## src/sv/assert_macros.svh

```systemverilog
// Assertion helpers shared by the RTL.
`ifndef ASSERT_MACROS_SVH
`define ASSERT_MACROS_SVH

`ifndef SYNTHESIS

`define ASSERT_ALWAYS(lbl, clk, rst_n, expr) \
    lbl: assert property (@(posedge clk) disable iff (!rst_n) (expr)) \
        else $error("assertion failed");

`define ASSERT_NEXT(lbl, clk, rst_n, ante, cons) \
    lbl: assert property (@(posedge clk) disable iff (!rst_n) (ante) |=> (cons)) \
        else $error("assertion failed");

`else

`define ASSERT_ALWAYS(lbl, clk, rst_n, expr)
`define ASSERT_NEXT(lbl, clk, rst_n, ante, cons)

`endif

`endif

```

## src/sv/hpid_pkg.sv

```systemverilog
package hpid_pkg;

    localparam int ANG_PI      = 25736;
    localparam int ANG_HALF_PI = 12868;
    localparam int ANG_TWO_PI  = 51472;
    localparam int CORDIC_N    = 14;

    localparam logic [2:0] CFG_P_GAIN      = 3'd0;
    localparam logic [2:0] CFG_I_GAIN      = 3'd1;
    localparam logic [2:0] CFG_D_GAIN      = 3'd2;
    localparam logic [2:0] CFG_GOAL_WEIGHT = 3'd3;
    localparam logic [2:0] CFG_LEAK_FACTOR = 3'd4;

    localparam logic [23:0] RST_P_GAIN      = 24'd3277;
    localparam logic [23:0] RST_I_GAIN      = 24'd109;
    localparam logic [23:0] RST_D_GAIN      = 24'd983040;
    localparam logic [16:0] RST_GOAL_WEIGHT = 17'd58982;
    localparam logic [16:0] RST_LEAK_FACTOR = 17'd55706;

    typedef struct packed {
        logic               cmd;
        logic signed [23:0] car_x;
        logic signed [23:0] car_y;
        logic signed [15:0] car_heading;
        logic signed [23:0] goal_x;
        logic signed [23:0] goal_y;
        logic signed [15:0] goal_heading;
    } t_in_item;

    typedef struct packed {
        logic signed [31:0] steer_command;
        logic signed [15:0] heading_error;
    } t_out_item;

    typedef enum logic [3:0] {
        S_IDLE, S_DIFF, S_BEAR, S_MWB, S_MGH, S_MIX, S_ERR,
        S_MP, S_MI, S_MD, S_MLK, S_UPD, S_CLR
    } t_state;

    typedef enum logic [1:0] {
        C_IDLE, C_NORM, C_ROT, C_DONE
    } t_cor_state;

    // arctangent of 2^-i in Q3.13
    function automatic logic [12:0] atan_lut(input logic [3:0] idx);
        logic [12:0] v;
        unique case (idx)
            4'd0:    v = 13'd6434;
            4'd1:    v = 13'd3798;
            4'd2:    v = 13'd2007;
            4'd3:    v = 13'd1019;
            4'd4:    v = 13'd511;
            4'd5:    v = 13'd256;
            4'd6:    v = 13'd128;
            4'd7:    v = 13'd64;
            4'd8:    v = 13'd32;
            4'd9:    v = 13'd16;
            4'd10:   v = 13'd8;
            4'd11:   v = 13'd4;
            4'd12:   v = 13'd2;
            4'd13:   v = 13'd1;
            default: v = 13'd0;
        endcase
        return v;
    endfunction

    // Q1.16 weights above one act as one
    function automatic logic [16:0] clamp_unit(input logic [16:0] v);
        return (v[16] && (v[15:0] != 16'd0)) ? 17'h10000 : v;
    endfunction

endpackage

```

## src/sv/hpid_mul.sv

```systemverilog
module hpid_mul (
    input  logic               i_clk,
    input  logic               i_en,
    input  logic signed [24:0] i_a,
    input  logic signed [24:0] i_b,
    output logic signed [49:0] o_p
);

    logic signed [49:0] r_p;

    always_ff @(posedge i_clk) begin
        if (i_en) begin
            r_p <= i_a * i_b;
        end
    end

    assign o_p = r_p;

endmodule

```

## src/sv/hpid_cordic.sv

```systemverilog
module hpid_cordic (
    input  logic               i_clk,
    input  logic               i_rst_n,
    input  logic               i_start,
    input  logic signed [24:0] i_dx,
    input  logic signed [24:0] i_dy,
    output logic               o_done,
    output logic signed [15:0] o_bearing
);

    hpid_pkg::t_cor_state r_state, n_state;

    logic signed [34:0] r_x, r_y;
    logic signed [16:0] r_z;
    logic [3:0]         r_i;
    logic               r_dx_neg, r_dy_neg, r_dx_zero, r_dy_zero;

    logic [24:0]        abs_dx, abs_dy;
    logic signed [34:0] xs, ys;
    logic signed [16:0] step_ang;
    logic               norm_done;
    logic signed [15:0] a_sat;

    assign abs_dx    = i_dx[24] ? 25'(-i_dx) : i_dx;
    assign abs_dy    = i_dy[24] ? 25'(-i_dy) : i_dy;
    assign xs        = r_x >>> r_i;
    assign ys        = r_y >>> r_i;
    assign step_ang  = signed'({4'd0, hpid_pkg::atan_lut(r_i)});
    assign norm_done = ((r_x[34:30] | r_y[34:30]) != 5'd0);

    always_comb begin
        n_state = r_state;
        unique case (r_state)
            hpid_pkg::C_IDLE: begin
                if (i_start) begin
                    n_state = ((i_dx == 25'sd0) || (i_dy == 25'sd0)) ?
                              hpid_pkg::C_DONE : hpid_pkg::C_NORM;
                end
            end
            hpid_pkg::C_NORM: begin
                if (norm_done) begin
                    n_state = hpid_pkg::C_ROT;
                end
            end
            hpid_pkg::C_ROT: begin
                if (r_i == 4'(hpid_pkg::CORDIC_N - 1)) begin
                    n_state = hpid_pkg::C_DONE;
                end
            end
            hpid_pkg::C_DONE: n_state = hpid_pkg::C_IDLE;
            default:          n_state = hpid_pkg::C_IDLE;
        endcase
    end

    always_ff @(posedge i_clk) begin
        if (!i_rst_n) begin
            r_state <= hpid_pkg::C_IDLE;
        end else begin
            r_state <= n_state;
        end
    end

    always_ff @(posedge i_clk) begin
        unique case (r_state)
            hpid_pkg::C_IDLE: begin
                if (i_start) begin
                    r_x       <= 35'(signed'({1'b0, abs_dx}));
                    r_y       <= 35'(signed'({1'b0, abs_dy}));
                    r_dx_neg  <= i_dx[24];
                    r_dy_neg  <= i_dy[24];
                    r_dx_zero <= (i_dx == 25'sd0);
                    r_dy_zero <= (i_dy == 25'sd0);
                    r_z       <= 17'sd0;
                    r_i       <= 4'd0;
                end
            end
            hpid_pkg::C_NORM: begin
                if (!norm_done) begin
                    r_x <= r_x <<< 1;
                    r_y <= r_y <<< 1;
                end
            end
            hpid_pkg::C_ROT: begin
                if (r_y > 35'sd0) begin
                    r_x <= r_x + ys;
                    r_y <= r_y - xs;
                    r_z <= r_z + step_ang;
                end else begin
                    r_x <= r_x - ys;
                    r_y <= r_y + xs;
                    r_z <= r_z - step_ang;
                end
                r_i <= r_i + 4'd1;
            end
            default: begin
            end
        endcase
    end

    // first-quadrant angle clamped to [0, pi/2]
    assign a_sat = r_z[16] ? 16'sd0 :
                   (r_z > 17'(hpid_pkg::ANG_HALF_PI)) ? 16'(hpid_pkg::ANG_HALF_PI) :
                   r_z[15:0];

    always_comb begin
        priority if (r_dy_zero) begin
            o_bearing = 16'sd0;
        end else if (r_dx_zero) begin
            o_bearing = r_dy_neg ? -16'(hpid_pkg::ANG_HALF_PI) : 16'(hpid_pkg::ANG_HALF_PI);
        end else if (!r_dx_neg) begin
            o_bearing = r_dy_neg ? -a_sat : a_sat;
        end else begin
            o_bearing = r_dy_neg ? (a_sat - 16'(hpid_pkg::ANG_PI))
                                 : (16'(hpid_pkg::ANG_PI) - a_sat);
        end
    end

    assign o_done = (r_state == hpid_pkg::C_DONE);

endmodule

```

## src/sv/heading_pid_controller.sv

```systemverilog
// Steps: the CORDIC goes straight to done when dx or dy is zero, otherwise it runs
// normalisation and 14 rotations; the result then takes six passes through one shared
// 25x25 multiplier. A clear command skips all of these.
// Throughput: one item at a time; the next is taken the cycle after the result is
// registered.
// Reset: synchronous, active low; gains return to defaults, history is zeroed.
`include "assert_macros.svh"

module heading_pid_controller (
    input  logic                 i_clk,
    input  logic                 i_rst_n,
    input  logic                 i_in_valid,
    output logic                 o_in_stall,
    input  hpid_pkg::t_in_item   i_in_data,
    output logic                 o_out_valid,
    input  logic                 i_out_stall,
    output hpid_pkg::t_out_item  o_out_data,
    input  logic                 i_cfg_valid,
    output logic                 o_cfg_ready,
    input  logic [2:0]           i_cfg_index,
    input  logic [23:0]          i_cfg_data
);

    hpid_pkg::t_state    r_state, n_state;
    hpid_pkg::t_in_item  r_item;
    hpid_pkg::t_out_item r_out;
    logic                r_out_valid;

    logic [23:0]         r_p_gain, r_i_gain, r_d_gain;
    logic [16:0]         r_goal_weight, r_leak_factor;
    logic signed [15:0]  r_bear, r_err, r_last;
    logic signed [23:0]  r_sum;
    logic signed [51:0]  r_acc;
    logic signed [17:0]  r_mix;

    logic                in_xfer, out_free, cor_start, cor_done, mul_en;
    logic signed [15:0]  cor_bearing;
    logic signed [24:0]  dx, dy, mul_a, mul_b;
    logic signed [49:0]  prod;
    logic signed [51:0]  prod_ext, mix_sum, st_sum, st_sh;
    logic signed [18:0]  diff, diff_mod;
    logic signed [15:0]  err_wrap;
    logic [16:0]         w_cl, lk_cl;
    logic signed [49:0]  lk_sum, lk_sh;
    logic signed [25:0]  ns;
    logic signed [23:0]  ns_sat;
    logic signed [31:0]  steer;
    logic                bear_wait, out_err_ok, clr_xfer, hist_zero;

    assign in_xfer     = i_in_valid && !o_in_stall;
    assign out_free    = !r_out_valid || !i_out_stall;
    assign o_in_stall  = (r_state != hpid_pkg::S_IDLE);
    assign o_out_valid = r_out_valid;
    assign o_out_data  = r_out;
    assign o_cfg_ready = 1'b1;

    assign w_cl  = hpid_pkg::clamp_unit(r_goal_weight);
    assign lk_cl = hpid_pkg::clamp_unit(r_leak_factor);
    assign dx    = 25'(r_item.goal_x) - 25'(r_item.car_x);
    assign dy    = 25'(r_item.goal_y) - 25'(r_item.car_y);

    always_ff @(posedge i_clk) begin
        if (!i_rst_n) begin
            r_p_gain      <= hpid_pkg::RST_P_GAIN;
            r_i_gain      <= hpid_pkg::RST_I_GAIN;
            r_d_gain      <= hpid_pkg::RST_D_GAIN;
            r_goal_weight <= hpid_pkg::RST_GOAL_WEIGHT;
            r_leak_factor <= hpid_pkg::RST_LEAK_FACTOR;
        end else if (i_cfg_valid && o_cfg_ready) begin
            unique case (i_cfg_index)
                hpid_pkg::CFG_P_GAIN:      r_p_gain      <= i_cfg_data;
                hpid_pkg::CFG_I_GAIN:      r_i_gain      <= i_cfg_data;
                hpid_pkg::CFG_D_GAIN:      r_d_gain      <= i_cfg_data;
                hpid_pkg::CFG_GOAL_WEIGHT: r_goal_weight <= i_cfg_data[16:0];
                hpid_pkg::CFG_LEAK_FACTOR: r_leak_factor <= i_cfg_data[16:0];
                default: begin
                end
            endcase
        end
    end

    hpid_cordic u_cordic (
        .i_clk     (i_clk),
        .i_rst_n   (i_rst_n),
        .i_start   (cor_start),
        .i_dx      (dx),
        .i_dy      (dy),
        .o_done    (cor_done),
        .o_bearing (cor_bearing)
    );

    hpid_mul u_mul (
        .i_clk (i_clk),
        .i_en  (mul_en),
        .i_a   (mul_a),
        .i_b   (mul_b),
        .o_p   (prod)
    );

    // next state
    always_comb begin
        n_state = r_state;
        unique case (r_state)
            hpid_pkg::S_IDLE: begin
                if (in_xfer) begin
                    n_state = i_in_data.cmd ? hpid_pkg::S_CLR : hpid_pkg::S_DIFF;
                end
            end
            hpid_pkg::S_DIFF: n_state = hpid_pkg::S_BEAR;
            hpid_pkg::S_BEAR: begin
                if (cor_done) begin
                    n_state = hpid_pkg::S_MWB;
                end
            end
            hpid_pkg::S_MWB:  n_state = hpid_pkg::S_MGH;
            hpid_pkg::S_MGH:  n_state = hpid_pkg::S_MIX;
            hpid_pkg::S_MIX:  n_state = hpid_pkg::S_ERR;
            hpid_pkg::S_ERR:  n_state = hpid_pkg::S_MP;
            hpid_pkg::S_MP:   n_state = hpid_pkg::S_MI;
            hpid_pkg::S_MI:   n_state = hpid_pkg::S_MD;
            hpid_pkg::S_MD:   n_state = hpid_pkg::S_MLK;
            hpid_pkg::S_MLK:  n_state = hpid_pkg::S_UPD;
            hpid_pkg::S_UPD, hpid_pkg::S_CLR: begin
                if (out_free) begin
                    n_state = hpid_pkg::S_IDLE;
                end
            end
            default: n_state = hpid_pkg::S_IDLE;
        endcase
    end

    // multiplier operand select and CORDIC start
    always_comb begin
        cor_start = 1'b0;
        mul_en    = 1'b0;
        mul_a     = 25'sd0;
        mul_b     = 25'sd0;
        unique case (r_state)
            hpid_pkg::S_DIFF: cor_start = 1'b1;
            hpid_pkg::S_MWB: begin
                mul_en = 1'b1;
                mul_a  = signed'({8'd0, w_cl});
                mul_b  = 25'(r_bear);
            end
            hpid_pkg::S_MGH: begin
                mul_en = 1'b1;
                mul_a  = signed'({8'd0, 17'h10000 - w_cl});
                mul_b  = 25'(r_item.goal_heading);
            end
            hpid_pkg::S_MP: begin
                mul_en = 1'b1;
                mul_a  = signed'({1'b0, r_p_gain});
                mul_b  = 25'(r_err);
            end
            hpid_pkg::S_MI: begin
                mul_en = 1'b1;
                mul_a  = signed'({1'b0, r_i_gain});
                mul_b  = 25'(r_sum);
            end
            hpid_pkg::S_MD: begin
                mul_en = 1'b1;
                mul_a  = signed'({1'b0, r_d_gain});
                mul_b  = 25'(r_err) - 25'(r_last);
            end
            hpid_pkg::S_MLK: begin
                mul_en = 1'b1;
                mul_a  = signed'({8'd0, lk_cl});
                mul_b  = 25'(r_sum);
            end
            default: begin
            end
        endcase
    end

    always_ff @(posedge i_clk) begin
        if (!i_rst_n) begin
            r_state <= hpid_pkg::S_IDLE;
        end else begin
            r_state <= n_state;
        end
    end

    assign prod_ext = 52'(prod);
    assign mix_sum  = r_acc + prod_ext + 52'sd32768;

    assign diff = 19'(r_mix) - 19'(r_item.car_heading);

    // truncating remainder by 2*pi; |diff| stays below twice the modulus
    always_comb begin
        priority if (diff >= 19'(hpid_pkg::ANG_TWO_PI)) begin
            diff_mod = diff - 19'(hpid_pkg::ANG_TWO_PI);
        end else if (diff <= -19'(hpid_pkg::ANG_TWO_PI)) begin
            diff_mod = diff + 19'(hpid_pkg::ANG_TWO_PI);
        end else begin
            diff_mod = diff;
        end
    end

    always_comb begin
        priority if (diff_mod > 19'(hpid_pkg::ANG_PI)) begin
            err_wrap = 16'(diff_mod - 19'(hpid_pkg::ANG_TWO_PI));
        end else if (diff_mod < -19'(hpid_pkg::ANG_PI)) begin
            err_wrap = 16'(diff_mod + 19'(hpid_pkg::ANG_TWO_PI));
        end else begin
            err_wrap = 16'(diff_mod);
        end
    end

    assign st_sum = r_acc + 52'sd4096;
    assign st_sh  = st_sum >>> 13;
    assign steer  = (st_sh > 52'sd2147483647)  ? 32'sh7fffffff :
                    (st_sh < -52'sd2147483648) ? 32'sh80000000 : st_sh[31:0];

    assign lk_sum = prod + 50'sd32768;
    assign lk_sh  = lk_sum >>> 16;
    assign ns     = 26'(lk_sh) + 26'(r_err);
    assign ns_sat = (ns > 26'sd8388607)  ? 24'sh7fffff :
                    (ns < -26'sd8388608) ? 24'sh800000 : ns[23:0];

    always_ff @(posedge i_clk) begin
        unique case (r_state)
            hpid_pkg::S_IDLE: begin
                if (in_xfer) begin
                    r_item <= i_in_data;
                end
            end
            hpid_pkg::S_BEAR: begin
                if (cor_done) begin
                    r_bear <= cor_bearing;
                end
            end
            hpid_pkg::S_MGH: r_acc <= prod_ext;
            hpid_pkg::S_MIX: r_mix <= mix_sum[33:16];
            hpid_pkg::S_ERR: r_err <= err_wrap;
            hpid_pkg::S_MI:  r_acc <= prod_ext;
            hpid_pkg::S_MD:  r_acc <= r_acc + prod_ext;
            hpid_pkg::S_MLK: r_acc <= r_acc + prod_ext;
            hpid_pkg::S_UPD: begin
                if (out_free) begin
                    r_out.steer_command <= steer;
                    r_out.heading_error <= r_err;
                end
            end
            hpid_pkg::S_CLR: begin
                if (out_free) begin
                    r_out.steer_command <= 32'sd0;
                    r_out.heading_error <= 16'sd0;
                end
            end
            default: begin
            end
        endcase
    end

    // error history
    always_ff @(posedge i_clk) begin
        if (!i_rst_n) begin
            r_sum  <= 24'sd0;
            r_last <= 16'sd0;
        end else if (out_free && (r_state == hpid_pkg::S_UPD)) begin
            r_sum  <= ns_sat;
            r_last <= r_err;
        end else if (out_free && (r_state == hpid_pkg::S_CLR)) begin
            r_sum  <= 24'sd0;
            r_last <= 16'sd0;
        end
    end

    always_ff @(posedge i_clk) begin
        if (!i_rst_n) begin
            r_out_valid <= 1'b0;
        end else if (out_free &&
                     ((r_state == hpid_pkg::S_UPD) || (r_state == hpid_pkg::S_CLR))) begin
            r_out_valid <= 1'b1;
        end else if (!i_out_stall) begin
            r_out_valid <= 1'b0;
        end
    end

    assign bear_wait  = (r_state == hpid_pkg::S_BEAR);
    assign out_err_ok = (r_out.heading_error <= 16'(hpid_pkg::ANG_PI)) &&
                        (r_out.heading_error >= -16'(hpid_pkg::ANG_PI));
    assign clr_xfer   = (r_state == hpid_pkg::S_CLR) && out_free;
    assign hist_zero  = (r_sum == 24'sd0) && (r_last == 16'sd0);

    `ASSERT_NEXT(a_busy_after_xfer, i_clk, i_rst_n, in_xfer, o_in_stall)
    `ASSERT_ALWAYS(a_cordic_done_in_bear, i_clk, i_rst_n, !cor_done || bear_wait)
    `ASSERT_ALWAYS(a_err_range, i_clk, i_rst_n, !r_out_valid || out_err_ok)
    `ASSERT_NEXT(a_clear_history, i_clk, i_rst_n, clr_xfer, hist_zero)

endmodule

```

## config.mk

```make
export PLATFORM = sky130hd
export DESIGN_NAME = heading_pid_controller
export DESIGN_NICKNAME = d
export VERILOG_FILES = /design/src/sv/hpid_pkg.sv /design/src/sv/hpid_mul.sv /design/src/sv/hpid_cordic.sv /design/src/sv/heading_pid_controller.sv
export VERILOG_INCLUDE_DIRS = /design/src /design/src/sv
export SDC_FILE = /design/constraint.sdc
export NUM_CORES = 2
export LEC_CHECK = 0
export BUFFER_PORTS_ARGS = -buffer_cell sky130_fd_sc_hd__buf_2
export CAP_MARGIN = 20
export CORE_AREA = 5 5 396 398
export CTS_BUF_LIST = sky130_fd_sc_hd__clkbuf_8 sky130_fd_sc_hd__clkbuf_16
export CTS_CLUSTER_SIZE = 16
export DETAILED_ROUTE_END_ITERATION = 16
export DIE_AREA = 0 0 401 403
export GPL_ROUTABILITY_DRIVEN = 0
export PLACE_DENSITY = 0.7
export SETUP_SLACK_MARGIN = 0.4
export SYNTH_ARGS = -nofsm -noshare
export SYNTH_HDL_FRONTEND = slang
export SYNTH_HIERARCHICAL = 1
export SYNTH_SLANG_ARGS = --single-unit
```

## constraint.sdc

```tcl
create_clock -name i_clk -period 11.44 [get_ports i_clk]
set_input_delay 2.86 -clock i_clk [delete_from_list [all_inputs] [get_ports i_clk]]
set_output_delay 2.86 -clock i_clk [all_outputs]
set_load 0.1 [all_outputs]
```

==> summary.md <==
| Metric | Value |
|---|---|
| Worst r2r src | r_goal_weight[5]$_SDFFE_PN1P_ |
| Flop2flop setup slack | 0.89 ns |
| Slowest-stage cell, CP | or4b_2 |
| First-pass GRT wire length | 312100 um |
| GR Overflow Total | 0 |
| RSZ-0062 raised after global routing | false |
| Fin nets | 8917 |
| Clk_lat worst skew | 0.69 ns |
| Total track usage | 0.2386 |
| Final setup fails | 0 |
| Post-DP HPWL | 154900 um |
| Min-Delay Endpoint | r_d_gain[11]$_SDFFE_PN0P_ |
| # IOs | 212 |
| Peak Freq | 0.09482 GHz |
| Vias in the first global route | 56680 |
| WHS Path Cells | 2 |
| Num CTS Buffers | 69 |
| Dpl cells | 9641 |
| Synth top area cells | fa_1 (20%), edfxtp_1 (19%), ha_1 (7.5%), nand2_1 (5.3%), inv_1 (5.1%) |
| Main synth FF type | edfxtp_1 |
| CTS clk-pin slew, worst paths | 0.06 ns |
| FP Rows | 144 |
| Fin crit period | 10.55 ns |
| Max-slew headroom | 0.2110 |
| Worst-Margin Slew | 1.174 ns |
| Final Max Tran Viols | 0 |
| Pre-CTS setup slack | 0.3130 ns |
| Fillcell total | 14170 |
| Final TNS setup | 0 ns |
| DRC | 0 |
| Die H | 403 um |
| DRT iter0 DRCs | 5405 |
| Synth area leader | fa_1 |
| Synthesized instance count | 7631 |
| CP Capture Type | flop |
| CORE AREA | 153000 um2 |
| Outcome | completed |
| Fin cells | 9798 |
| Via-to-Cell Ratio | 5.801 |
| Post-synth EDFFs | 423 |
| Synth top area share | 0.1953 |
| Synth async-reset ratio | 0 |
| Reg-to-reg endpoint | u_mul/o_p[48]$_DFFE_PP_ |
| Final Cycle Share | 0.9219 |
| Worst Setup Slack, final | 0.8933 ns |
| Antenna viol nets, final | 0 |
| Max clock buf depth | 3 |
| Yosys Warn Count | 6 |
| Final Hold Vio Count | 0 |
| CTS tree | done |
| CTS sink count | 589 |
| Drt first pass iters | 6 |
| Area of the die | 161600 um2 |
| Port Buf Inserts | 210 |
| Share of layout cells above drive strength 1 | 0.08274 |
| Arrival @ worst endpoint | 10.97 ns |
| CTS H-Tree Depth | 3 |
| Antenna violations before repair | 26 |
| Syn Area/Cell | 8.958 um2 |
| Seq/Total Area, Yosys | 0.2344 |
| CP startpoint kind | flop |
| Area Growth Syn to Fin | 8.401% |
| Critical path type | reg -> reg |
| Hold/Removal Path Class | reg -> reg |
| Drt total wl | 198200 um |
| Post-synthesis cell area | 68360 um2 |
| Routed wire length per instance | 20.23 um |
| Initial Util | 0.4469 |
| CP required | 11.86 ns |
| Distinct cells, synth | 113 |
| Root Buffer | clkbuf_16 |
| Pin count of the biggest net entering global routing | 87 |
| CP Max Fanout | 15 |
| Critical path's most frequent cell | fa_1 |
| Critical Path Max Stage Delay | 0.64 ns |
| Worst hold start | r_d_gain[11]$_SDFFE_PN0P_ |
| Via count | 56840 |
| #FFs+latches synth | 589 |
| Worst Reg-to-Reg Cells | 35 |
| Max Cap Violations | 0 |
| Final Hold Slack | 0.4559 ns |
| Clk_skew | 0.02337 ns |
| Die Width | 401 um |
==> metal layers <==
layer / vias to the layer above / GRT usage / wire length (um)
li1: 26070 / - / -
met5: - / 0 / 40
met1: 27770 / 0.2961 / 78330
met3: 488 / 0.04680 / 16560
met2: 2511 / 0.4095 / 94980
met4: 6 / 0.09577 / 8330
==> synth_stat cells, types with 98 or more instances <==
cell	instances
a21oi_1	467
a22oi_1	98
and2_1	371
clkbuf_1	272
dfxtp_1	166
edfxtp_1	423
fa_1	667
ha_1	410
inv_1	929
nand2_1	968
nand3_1	170
nor2_1	436
nor3_1	111
o21ai_0	322
xnor2_1	288
xor2_1	165
==> critical path: cells and delay by family (launching register included) <==
kind / cells / cell delay (ns)
AOI/OAI and AO/OA: 11 / 2.76
xor gates and xnor gates: 1 / 0.09
adders and majority gates: 9 / 4.22
buffers and inverters: 4 / 0.21
DFF: 1 / 0.38
and+or+nand+nor: 10 / 2.63
==> cells by family after synthesis <==
kind of cell | count (synthesis) | synth area share
xor gates and xnor gates | 455 | 0.05851
and+or+nand+nor | 2481 | 0.1735
other | 2 | 0.0001099
muxes | 186 | 0.04292
DFF | 589 | 0.2344
AOI/OAI and AO/OA | 1564 | 0.1481
buffers and inverters | 1277 | 0.07209
adders and majority gates | 1077 | 0.2704
==> layout by cell type, fill, tap and decap left out, types with 34 or more instances in the layout <==
cell         n
nand2_1    961
mux2i_1     73
buf_2      210
o31ai_1     44
inv_1      941
a211oi_1    52
o211ai_1    40
ha_1       407
nor4_1      35
nor2_1     432
a21boi_0    34
and2_1     371
a31oi_1     47
a21o_1      84
nor2b_1     89
edfxtp_1   423
nand3_1    170
mux2_2      35
nor3_1     106
nand2b_1    73
o21a_1      52
o21ai_0    311
buf_4       97
a22oi_1     98
nand4_1     38
fa_1       667
xnor2_1    288
and3_1      54
dfxtp_1    166
clkbuf_16   71
a21oi_1    461
mux4_2      64
xor2_1     165
==> final cells by class <==
type / instances / area, um2 / area share
clock buffer: 76 / 1846 / 0.02490
timing repair buffer: 314 / 1918 / 0.02588
multi-input combinational: 5771 / 47680 / 0.6435
clock inverter: 51 / 516.7 / 0.006973
sequential: 589 / 16030 / 0.2163
tap: 2044 / 2557 / 0.03451
inverter: 934 / 3510 / 0.04736
antenna: 19 / 47.55 / 0.0006416
==> registers in the layout, indices dropped and copies added, names as in the netlist, 35 cells and up <==
| signal | cells |
|---|---|
| r_acc | 52 |
| u_mul/o_p | 50 |
| r_item | 128 |
| o_out_data | 48 |
| u_cordic/r_y | 35 |
| u_cordic/r_x | 35 |
==> through the flow <==
stage               cell area [um2]    util
floorplan                     68380       -
global placement              71440  0.4670
detailed placement            71450  0.4671
CTS                           73820  0.4826
global route                  74080  0.4843
finish                        74100  0.4844
==> timing repair <==
action,4_1_cts,5_1_grt
setup endpoints to repair,2,18
pin swaps,0,1
hold endpoints to repair,0,0
hold buffers,0,0
buffers inserted,0,6
resized for setup,1,23
==> worst max-delay path by stage <==
| stage | from | slack (ns) | end | cells past startpoint |
|---|---|---|---|---|
| after floorplan | r_err[0]$_DFFE_PP_ | 1.53 | u_mul/o_p[48]$_DFFE_PP_ | 42 |
| after global placement | r_goal_weight[2]$_SDFFE_PN1P_ | 0.69 | u_mul/o_p[49]$_DFFE_PP_ | 35 |
| after detailed placement | r_goal_weight[3]$_SDFFE_PN0P_ | 0.31 | u_mul/o_p[49]$_DFFE_PP_ | 35 |
| after CTS | r_err[0]$_DFFE_PP_ | 0.42 | u_mul/o_p[49]$_DFFE_PP_ | 40 |
| after global routing | r_err[0]$_DFFE_PP_ | 0.41 | u_mul/o_p[49]$_DFFE_PP_ | 43 |
| final | r_goal_weight[5]$_SDFFE_PN1P_ | 0.89 | u_mul/o_p[48]$_DFFE_PP_ | 35 |
Power is not shown: default switching activity piles up to over one toggle a cycle in this logic, so the estimate is an artifact.
